File: config.mk
export PLATFORM = sky130hd
export DESIGN_NAME = wia256_ctrl
export DESIGN_NICKNAME = d
export VERILOG_FILES = /design/src/rtl/wia256_pkg.sv /design/src/rtl/wia256_ctrl.sv
export SDC_FILE = /design/constraint.sdc
export NUM_CORES = 1
export LEC_CHECK = 0
export BUFFER_PORTS_ARGS = -buffer_cell sky130_fd_sc_hd__buf_4
export CORE_MARGIN = 2
export CORE_UTILIZATION = 42
export CTS_CLUSTER_SIZE = 16
export DETAILED_ROUTE_END_ITERATION = 10
export GPL_TIMING_DRIVEN = 0
export HOLD_SLACK_MARGIN = 0.12
export SETUP_SLACK_MARGIN = 0.3
export SYNTH_ARGS = -nofsm -noshare
export SYNTH_HDL_FRONTEND = slang
export SYNTH_SLANG_ARGS = --single-unit
File: constraint.sdc
create_clock -name clk -period 1.8 [get_ports clk]
set_input_delay 0 -clock clk [delete_from_list [all_inputs] [get_ports clk]]
set_output_delay 0 -clock clk [all_outputs]
set_load 0.01 [all_outputs]
File: src/rtl/wia256_pkg.sv
package wia256_pkg;

	localparam int unsigned CNT_W = 8;

	typedef enum logic [3:0] {
		CMD_ADD = 4'd0,
		CMD_SUB = 4'd1,
		CMD_MUL = 4'd2,
		CMD_DIV = 4'd3,
		CMD_MOD = 4'd4,
		CMD_AND = 4'd5,
		CMD_OR  = 4'd6,
		CMD_XOR = 4'd7,
		CMD_SHL = 4'd8,
		CMD_SHR = 4'd9,
		CMD_CMP = 4'd10
	} cmd_e;

	typedef enum logic [1:0] {
		ST_OK   = 2'd0,
		ST_OVF  = 2'd1,
		ST_UNF  = 2'd2,
		ST_DIVZ = 2'd3
	} status_e;

	typedef enum logic [1:0] {
		S_IDLE,
		S_ITER,
		S_FIN
	} state_e;

	typedef struct packed {
		logic [3:0]  command;
		logic [63:0] a_word0;
		logic [63:0] a_word1;
		logic [63:0] a_word2;
		logic [63:0] a_word3;
		logic [63:0] b_word0;
		logic [63:0] b_word1;
		logic [63:0] b_word2;
		logic [63:0] b_word3;
		logic [8:0]  shift_amount;
	} req_t;

	typedef struct packed {
		logic [63:0] r_word0;
		logic [63:0] r_word1;
		logic [63:0] r_word2;
		logic [63:0] r_word3;
		logic        less_than;
		logic        equal;
		logic [1:0]  status;
	} rsp_t;

	typedef struct packed {
		logic load;
		logic step;
		logic load_out;
	} ctrl_t;

	typedef struct packed {
		logic iterate;
	} dp_stat_t;

endpackage

File: src/rtl/wia256_ctrl.sv
module wia256_ctrl (
	input  logic                 clk,
	input  logic                 arst_n,
	input  logic                 cmd_valid,
	output logic                 cmd_stall,
	output logic                 res_valid,
	input  logic                 res_stall,
	input  wia256_pkg::dp_stat_t stat,
	output wia256_pkg::ctrl_t    ctrl
);

	wia256_pkg::state_e state_q, state_n;
	logic [wia256_pkg::CNT_W-1:0] cnt_q;
	logic res_valid_q;

	always_ff @(posedge clk or negedge arst_n) begin
		if (!arst_n) begin
			state_q     <= wia256_pkg::S_IDLE;
			cnt_q       <= '0;
			res_valid_q <= 1'b0;
		end else begin
			state_q <= state_n;
			if (ctrl.load) cnt_q <= '0;
			else if (ctrl.step) cnt_q <= cnt_q + 1'b1;
			if (ctrl.load_out) res_valid_q <= 1'b1;
			else if (!res_stall) res_valid_q <= 1'b0;
		end
	end

	always_comb begin
		state_n   = state_q;
		ctrl      = '0;
		cmd_stall = 1'b1;
		unique case (state_q)
			wia256_pkg::S_IDLE: begin
				cmd_stall = 1'b0;
				if (cmd_valid) begin
					ctrl.load = 1'b1;
					state_n   = stat.iterate ? wia256_pkg::S_ITER : wia256_pkg::S_FIN;
				end
			end
			wia256_pkg::S_ITER: begin
				ctrl.step = 1'b1;
				if (cnt_q == '1) state_n = wia256_pkg::S_FIN;
			end
			wia256_pkg::S_FIN: begin
				if (!res_valid_q || !res_stall) begin
					ctrl.load_out = 1'b1;
					state_n       = wia256_pkg::S_IDLE;
				end
			end
			default: state_n = wia256_pkg::S_IDLE;
		endcase
	end

	assign res_valid = res_valid_q;

endmodule

==> key figures, run 1 <==
Synthesis
  – Distinct cell type count after synthesis: 27
  – Leading cell type by number of instances after synthesis: sky130_fd_sc_hd__dfrtp_1
  – Share of the synthesized area in the top cell type: 49.2%
  – Number of warning messages in the yosys log: 0
  – Yosys top cell by area: sky130_fd_sc_hd__dfrtp_1
  – Syn Nets: 65
  – Post-Synthesis Cell Area: 559 sq um
  – Avg Inst Size Synth: 9.48 sq um
  – Register bit count reported by yosys: 11
  – Share of the yosys chip area belonging to registers: 49.2%
  – Most area-consuming cells after synthesis: sky130_fd_sc_hd__dfrtp_1, sky130_fd_sc_hd__nand2_1, sky130_fd_sc_hd__nand3_1
  – Synth Instances: 59
  – Dominant register cell in the synthesized netlist: sky130_fd_sc_hd__dfrtp_1
  – Most used standard cells in the synthesized netlist: sky130_fd_sc_hd__dfrtp_1, sky130_fd_sc_hd__nand2_1, sky130_fd_sc_hd__inv_1, sky130_fd_sc_hd__nand3_1
  – Post-synth EDFFs: 0
  – Async set-or-reset flop fraction in the synthesized netlist: 100%

Clock network
  – CTS Root Buffer Type: sky130_fd_sc_hd__clkbuf_4
  – Clk sinks: 11
  – CTS Buf Count: 3
  – Largest buffer count on any clock path: 2
  – TritonCTS clock tree: built
  – Clock latency on the worst-skew pair: 0.27 ns
  – Clock H-tree levels: 1
  – CTS clk-pin slew, worst paths: 0.07 ns

Pwr
  – Leak: 0.335 nW
  – Power after layout: 885 uW
  – Total power density per cell area: 1200 nW/um^2
  – Maximum VDD drop: 576 uV

Detailed routing
  – Wire length reported by the detailed router: 1150 microns
  – Number of vias in the routed layout: 479
  – First DRT Iteration DRCs: 5
  – Number of iterations in the first detailed-routing pass: 4
  – Average wire per standard cell: 12.2 microns
  – Number of remaining DRC errors: 0
  – Post-route antenna net violation count: 0
  – Vias/cell: 5.10

Floorplanning
  – Width of the chip: 40.5 microns
  – Starting density of the core: 44.1%
  – Height of the die: 40.5 microns
  – Die Area: 1640 sq um
  – Site Rows: 13
  – Core ar.: 1270 sq um
  – Boundary Pins: 10

Global routing
  – Gr usage total: 17.9%
  – Number of global-route vias before repair: 419
  – Antenna violations before repair: 0
  – GRT overflow: 0
  – Global-route wire length before repair: 1790 microns
  – Largest net degree at the start of global routing: 12

Setup path
  – Logic depth of the worst register-to-register path: 4
  – Top delay family on crit path: flip-flops
  – Capture instance of the worst register-to-register path: cnt_q[6]$_DFFE_PN0P_
  – R2R setup slack: 0.40 ns
  – Worst path buffer plus inverter count: 3
  – Required @ worst endpoint: 1.80 ns
  – Worst Setup End Kind: primary output
  – Launching instance or port of the critical path: state_q[1]$_DFFE_PN0P_
  – Data arrival time of the critical path: 1.45 ns
  – Reg-to-reg critical path startpoint: cnt_q[0]$_DFFE_PN0P_
  – Startpoint types: flop
  – Biggest cell delay along the critical path: 0.45 ns
  – Type of the worst setup path: reg2out
  – Worst-path fanout max: 9
  – Critical path cell sequence: or3b_1 -> clkbuf_2 -> inv_2 -> buf_4
  – Slowest cell on the critical path: sky130_fd_sc_hd__dfrtp_2

Place
  – Worst-case setup slack after placement: 0.399 ns
  – HPWL after detailed placement: 792 microns
  – Dpl cells: 83
  – Weighted congestion at the end of routability-driven global placement: 0.722
  – Number of buffers added on ports: 9

Timing
  – Clock skew after layout: 0.00533 ns
  – Slew Viols, Final: 0
  – Sum of negative setup slack: 0 ns
  – Highest clock rate: 692 MHz
  – RSZ-0062 raised after global routing: true
  – Worst Slack Setup Final: 0.354 ns
  – Number of hold violations in the final report: 0
  – Period utilisation layout: 80.3%
  – Relative slew slack: 66.2%
  – Post-layout minimum cycle time: 1.45 ns
  – Final hold slack: 0.488 ns
  – Final setup violation count: 0
  – Worst-Margin Slew: 0.506 ns

Job
  – Maximum Capacitance Violations: 0

Layout
  – Area used by sequential logic in the layout: 277 sq um
  – Area of combinational cells with multiple inputs: 258 sq um
  – FILL cells: 122
  – Fraction of layout instances using a drive strength above 1: 25.3%
  – Final net count: 86
  – Number of inserted diodes: 0
  – Area overhead of the layout relative to synthesis: 32.2%
  – Layout Cells excl Fill: 94

Worst hold path
  – Hold Path Stages: 4
  – Worst Hold Path EP: res_valid$_DFFE_PN0P_
  – Start point of the worst hold path: res_stall
  – Kind of path behind the tightest hold check: in2reg

Run status
  – Run status: completed
-- where the power goes --
part	internal, mW	total, mW	switching [mW]
clock	0.0859	0.173	0.0874
sequential	0.310	0.381	0.0709
combinational	0.160	0.331	0.170
total	0.556	0.885	0.329
-- sequential cells by signal, indices dropped and copies added (netlist names) --
signal	count
cnt_q	8
res_valid	1
state_q	2
-- logic make-up (layout without fill, tap and decap cells) --
| group | after synthesis | after routing | synth area share (%) |
|---|---|---|---|
| AND/OR/NAND/NOR | 23 | 23 | 21.9 |
| buffers and inverters | 7 | 27 | 4.70 |
| adder cells (fa/ha/maj) | 1 | 1 | 2.24 |
| AO/OA/AOI/OAI | 17 | 17 | 21.9 |
| flip-flops | 11 | 11 | 49.2 |
-- per-layer routing --
| metal | vias to the layer above | track usage (%) | share of wire [%] |
|---|---|---|---|
| met2 | 10 | 23.4 | 42 |
| met4 | 0 | 15.0 | 3.5 |
| li1 | 254 | - | - |
| met5 | - | 0 | 0 |
| met1 | 210 | 23.7 | 50 |
| met3 | 5 | 5.00 | 4.4 |
-- worst register-to-register path: cells and delay by family, from the launching register on --
kind	cells	cell delay (ns)
compound gates	1	0.18
flops	1	0.39
simple gates	2	0.59
fa+ha+maj	1	0.19
-- final cells by class --
class,count,share of cell area (%)
sequential,11,37.4
multi-input combinational,41,34.9
timing repair buffer,16,17.9
clock buffer,4,3.55
inverter,6,3.05
tap,15,2.54
buffer,1,0.677
-- cells in the final DEF, fill, tap and decap left out, drive strengths merged, types with 2 or more instances in the layout --
master / n
o211ai: 2
inv: 6
buf: 11
a21oi: 2
nand2b: 2
dlygate4sd3: 5
dfrtp: 11
clkbuf: 5
o31ai: 2
nand2: 9
o21ai: 3
nand3: 5
o22ai: 2
-- what timing repair did --
item / CTS / global route
hold endpoints to repair: 14 / 0
setup endpoints to repair: 1 / 2
buffers inserted: 0 / 2
gates resized for setup: 1 / 2
pin swaps: 0 / 0
hold buffers: 5 / 0
-- worst max path at each step --
stage                            to  cells past startpoint
6_report                    ctrl[2]                      4
5_1_grt                     ctrl[2]                      4
4_1_cts                     ctrl[2]                      4
3_5_place_dp   cnt_q[6]$_DFFE_PN0P_                      4
3_3_place_gp   cnt_q[6]$_DFFE_PN0P_                      4
2_1_floorplan  cnt_q[6]$_DFFE_PN0P_                      4
-- stage by stage --
stage	cell area, sq um	utilization, %
after global placement	646	50.9
after floorplan	559	-
after detailed placement	646	50.9
final	739	58.3
after global routing	739	58.3
after CTS	723	57.0
Power figures use the tool's default switching activity.
==> inputs of run 2 (changes only) <==
clock period = 1.4 ns   (was 1.8 ns; I/O delays follow)
==> run 2 against run 1 <==
  * The run now ends with negative setup slack left
  * Clock power is 30% higher
  * First-iteration DRC count grew to 2.8 times the previous value
  * Critical path type unchanged
  * Hold slack worse by 0.35 ns
  * Clock skew is 0.0014 ns higher
  * Utilization is 18 points higher
  * Sequential share of layout area is 8.9 points lower
  * Largest cell class is now multi-input gates
  * Critical path depth stayed put
  * Cell area is 32% higher
==> key figures, run 2 (synthesis results as in run 1) <==
Timing
  – Number of hold violations in the final report: 0 (unchanged)
  – Slew Viols, Final: 0 (unchanged)
  – RSZ-0062 raised after global routing: true
  – Period utilisation layout: 101%
  – Worst Slack Setup Final: -0.0159 ns (-0.370 ns)
  – Clock skew after layout: 0.00669 ns (+0.00136 ns)
  – Final hold slack: 0.136 ns (-0.352 ns)
  – Post-layout minimum cycle time: 1.42 ns
  – Highest clock rate: 706 MHz
  – Relative slew slack: 77.5% (+11 points)
  – Worst-Margin Slew: 0.337 ns (-0.169 ns)
  – Final setup violation count: 1 (+1)

Run status
  – Failing checks: negative setup slack
  – Run status: finished with violations

Floorplanning
  – Core ar.: 1270 sq um (unchanged)
  – Boundary Pins: 10 (unchanged)
  – Starting density of the core: 44.1% (unchanged)
  – Width of the chip: 40.5 microns (unchanged)
  – Site Rows: 13 (unchanged)
  – Height of the die: 40.5 microns (unchanged)
  – Die Area: 1640 sq um (unchanged)

Global routing
  – GRT overflow: 0 (unchanged)
  – Global-route wire length before repair: 2390 microns (+33%)
  – Number of global-route vias before repair: 527 (+26%)
  – Gr usage total: 23.6% (+5.7 points)
  – Antenna violations before repair: 0 (unchanged)
  – Largest net degree at the start of global routing: 12 (unchanged)

Detailed routing
  – Wire length reported by the detailed router: 1610 microns (+40%)
  – Number of vias in the routed layout: 590 (+23%)
  – Number of iterations in the first detailed-routing pass: 4 (unchanged)
  – Number of remaining DRC errors: 0 (unchanged)
  – Post-route antenna net violation count: 0 (unchanged)
  – First DRT Iteration DRCs: 14 (+9)
  – Vias/cell: 5.41 (+6.2%)
  – Average wire per standard cell: 14.7 microns (+21%)

Place
  – Number of buffers added on ports: 9 (unchanged)
  – HPWL after detailed placement: 873 microns (+10%)
  – Dpl cells: 83 (unchanged)
  – Weighted congestion at the end of routability-driven global placement: 0.710 (-1.7%)

Pwr
  – Leak: 0.434 nW (+29%)
  – Total power density per cell area: 1710 nW/um^2 (+43%)
  – Power after layout: 1.66 mW (+88%)
  – Maximum VDD drop: 906 uV (+57%)

Layout
  – Leading cell type in the layout, fill and taps excluded: sky130_fd_sc_hd__buf_4
  – Register bank with the most flops: cnt_q
  – FILL cells: 82 (-33%)
  – Most frequent cells in the layout: sky130_fd_sc_hd__buf_4, sky130_fd_sc_hd__buf_6, sky130_fd_sc_hd__nand2_1, sky130_fd_sc_hd__dfrtp_1
  – Number of inserted diodes: 0 (unchanged)
  – Area overhead of the layout relative to synthesis: 74.0%
  – Largest register FFs: 8 (unchanged)
  – Fraction of layout instances using a drive strength above 1: 53.2% (+28 points)
  – Final net count: 101 (+17%)
  – Layout Cells excl Fill: 109 (+16%)

Setup path
  – Startpoint types: flop
  – Data arrival time of the critical path: 1.42 ns (-0.03 ns)
  – Type of the worst setup path: reg2out
  – Worst-path fanout max: 5 (-4)
  – Required @ worst endpoint: 1.40 ns (-0.40 ns)
  – Worst Setup End Kind: primary output

Clock network
  – Largest buffer count on any clock path: 2 (unchanged)
  – Clock H-tree levels: 1 (unchanged)
  – CTS clk-pin slew, worst paths: 0.07 ns (about the same)
  – TritonCTS clock tree: built
  – CTS Root Buffer Type: sky130_fd_sc_hd__clkbuf_4
  – Clock latency on the worst-skew pair: 0.28 ns (about the same)
  – CTS Buf Count: 3 (unchanged)
  – Clk sinks: 11 (unchanged)

Worst hold path
  – Kind of path behind the tightest hold check: in2reg

Job
  – Maximum Capacitance Violations: 0 (unchanged)
[run 2: worst paths after layout]
check,from,end,slack (ns),cells past startpoint
worst max register to register,state_q[1]$_DFFE_PN0P_,cnt_q[3]$_DFFE_PN0P_,0.02,5
worst min-delay path,cmd_valid,cnt_q[0]$_DFFE_PN0P_,0.14,4
min in group asynchronous,arst_n,res_valid$_DFFE_PN0P_,0.62,3
worst min register to register,cnt_q[7]$_DFFE_PN0P_,cnt_q[7]$_DFFE_PN0P_,0.49,1
worst max-delay path,state_q[1]$_DFFE_PN0P_,ctrl[2],-0.02,4
max in group asynchronous,arst_n,state_q[0]$_DFFE_PN0P_,0.60,3
[run 2: final cells by class]
| cell class | count | area (sq um) | area share, % |
|---|---|---|---|
| inverters | 6 | 27.5 | 2.83 |
| clock buffers | 4 | 26.3 | 2.70 |
| flip-flops and latches | 11 | 278 | 28.5 |
| multi-input cells | 41 | 328 | 33.7 |
| plain buffers | 1 | 15.0 | 1.54 |
| repair buffers | 31 | 280 | 28.8 |
| well taps | 15 | 18.8 | 1.93 |
[run 2: worst max-delay path: stages (launching register included)]
cell and delay [ns]:
sky130_fd_sc_hd__dfrtp_2 0.44, sky130_fd_sc_hd__or3b_4 0.41, sky130_fd_sc_hd__buf_8 0.14, sky130_fd_sc_hd__inv_4 0.05
sky130_fd_sc_hd__buf_6 0.09
[run 2: where the power goes]
part	internal, mW	switching (mW)
Clock	0.111	0.115
Combinational	0.547	0.393
Sequential	0.402	0.0948
Total	1.06	0.602
[run 2: metal layers]
metal | track usage (%) | part of all wire, %
met1 | 30.7 | 43
met5 | 0 | 0
met4 | 10.0 | 1.8
met3 | 6.67 | 4.7
met2 | 36.1 | 51
[run 2: what timing repair did]
| action | in CTS | in global routing |
|---|---|---|
| gates resized for setup | 16 | 12 |
| hold buffers | 4 | 1 |
| setup endpoints to repair | 13 | 25 |
| buffers inserted | 15 | 3 |
| gates cloned | 0 | 0 |
| hold endpoints to repair | 14 | 11 |
| pin swaps | 5 | 5 |
[run 2: metrics by stage]
step           setup slack (ns)   TNS, ns  cell area [sq um]  util (%)
2_1_floorplan             0.156         0                577         -
3_5_place_dp            -0.0326   -0.0326                663      52.3
6_report                -0.0159   -0.0159                973      76.7
5_1_grt                 -0.0435    -0.120                973      76.7
3_3_place_gp           -0.00350  -0.00350                663      52.3
4_1_cts                -0.00787  -0.00787                906      71.4
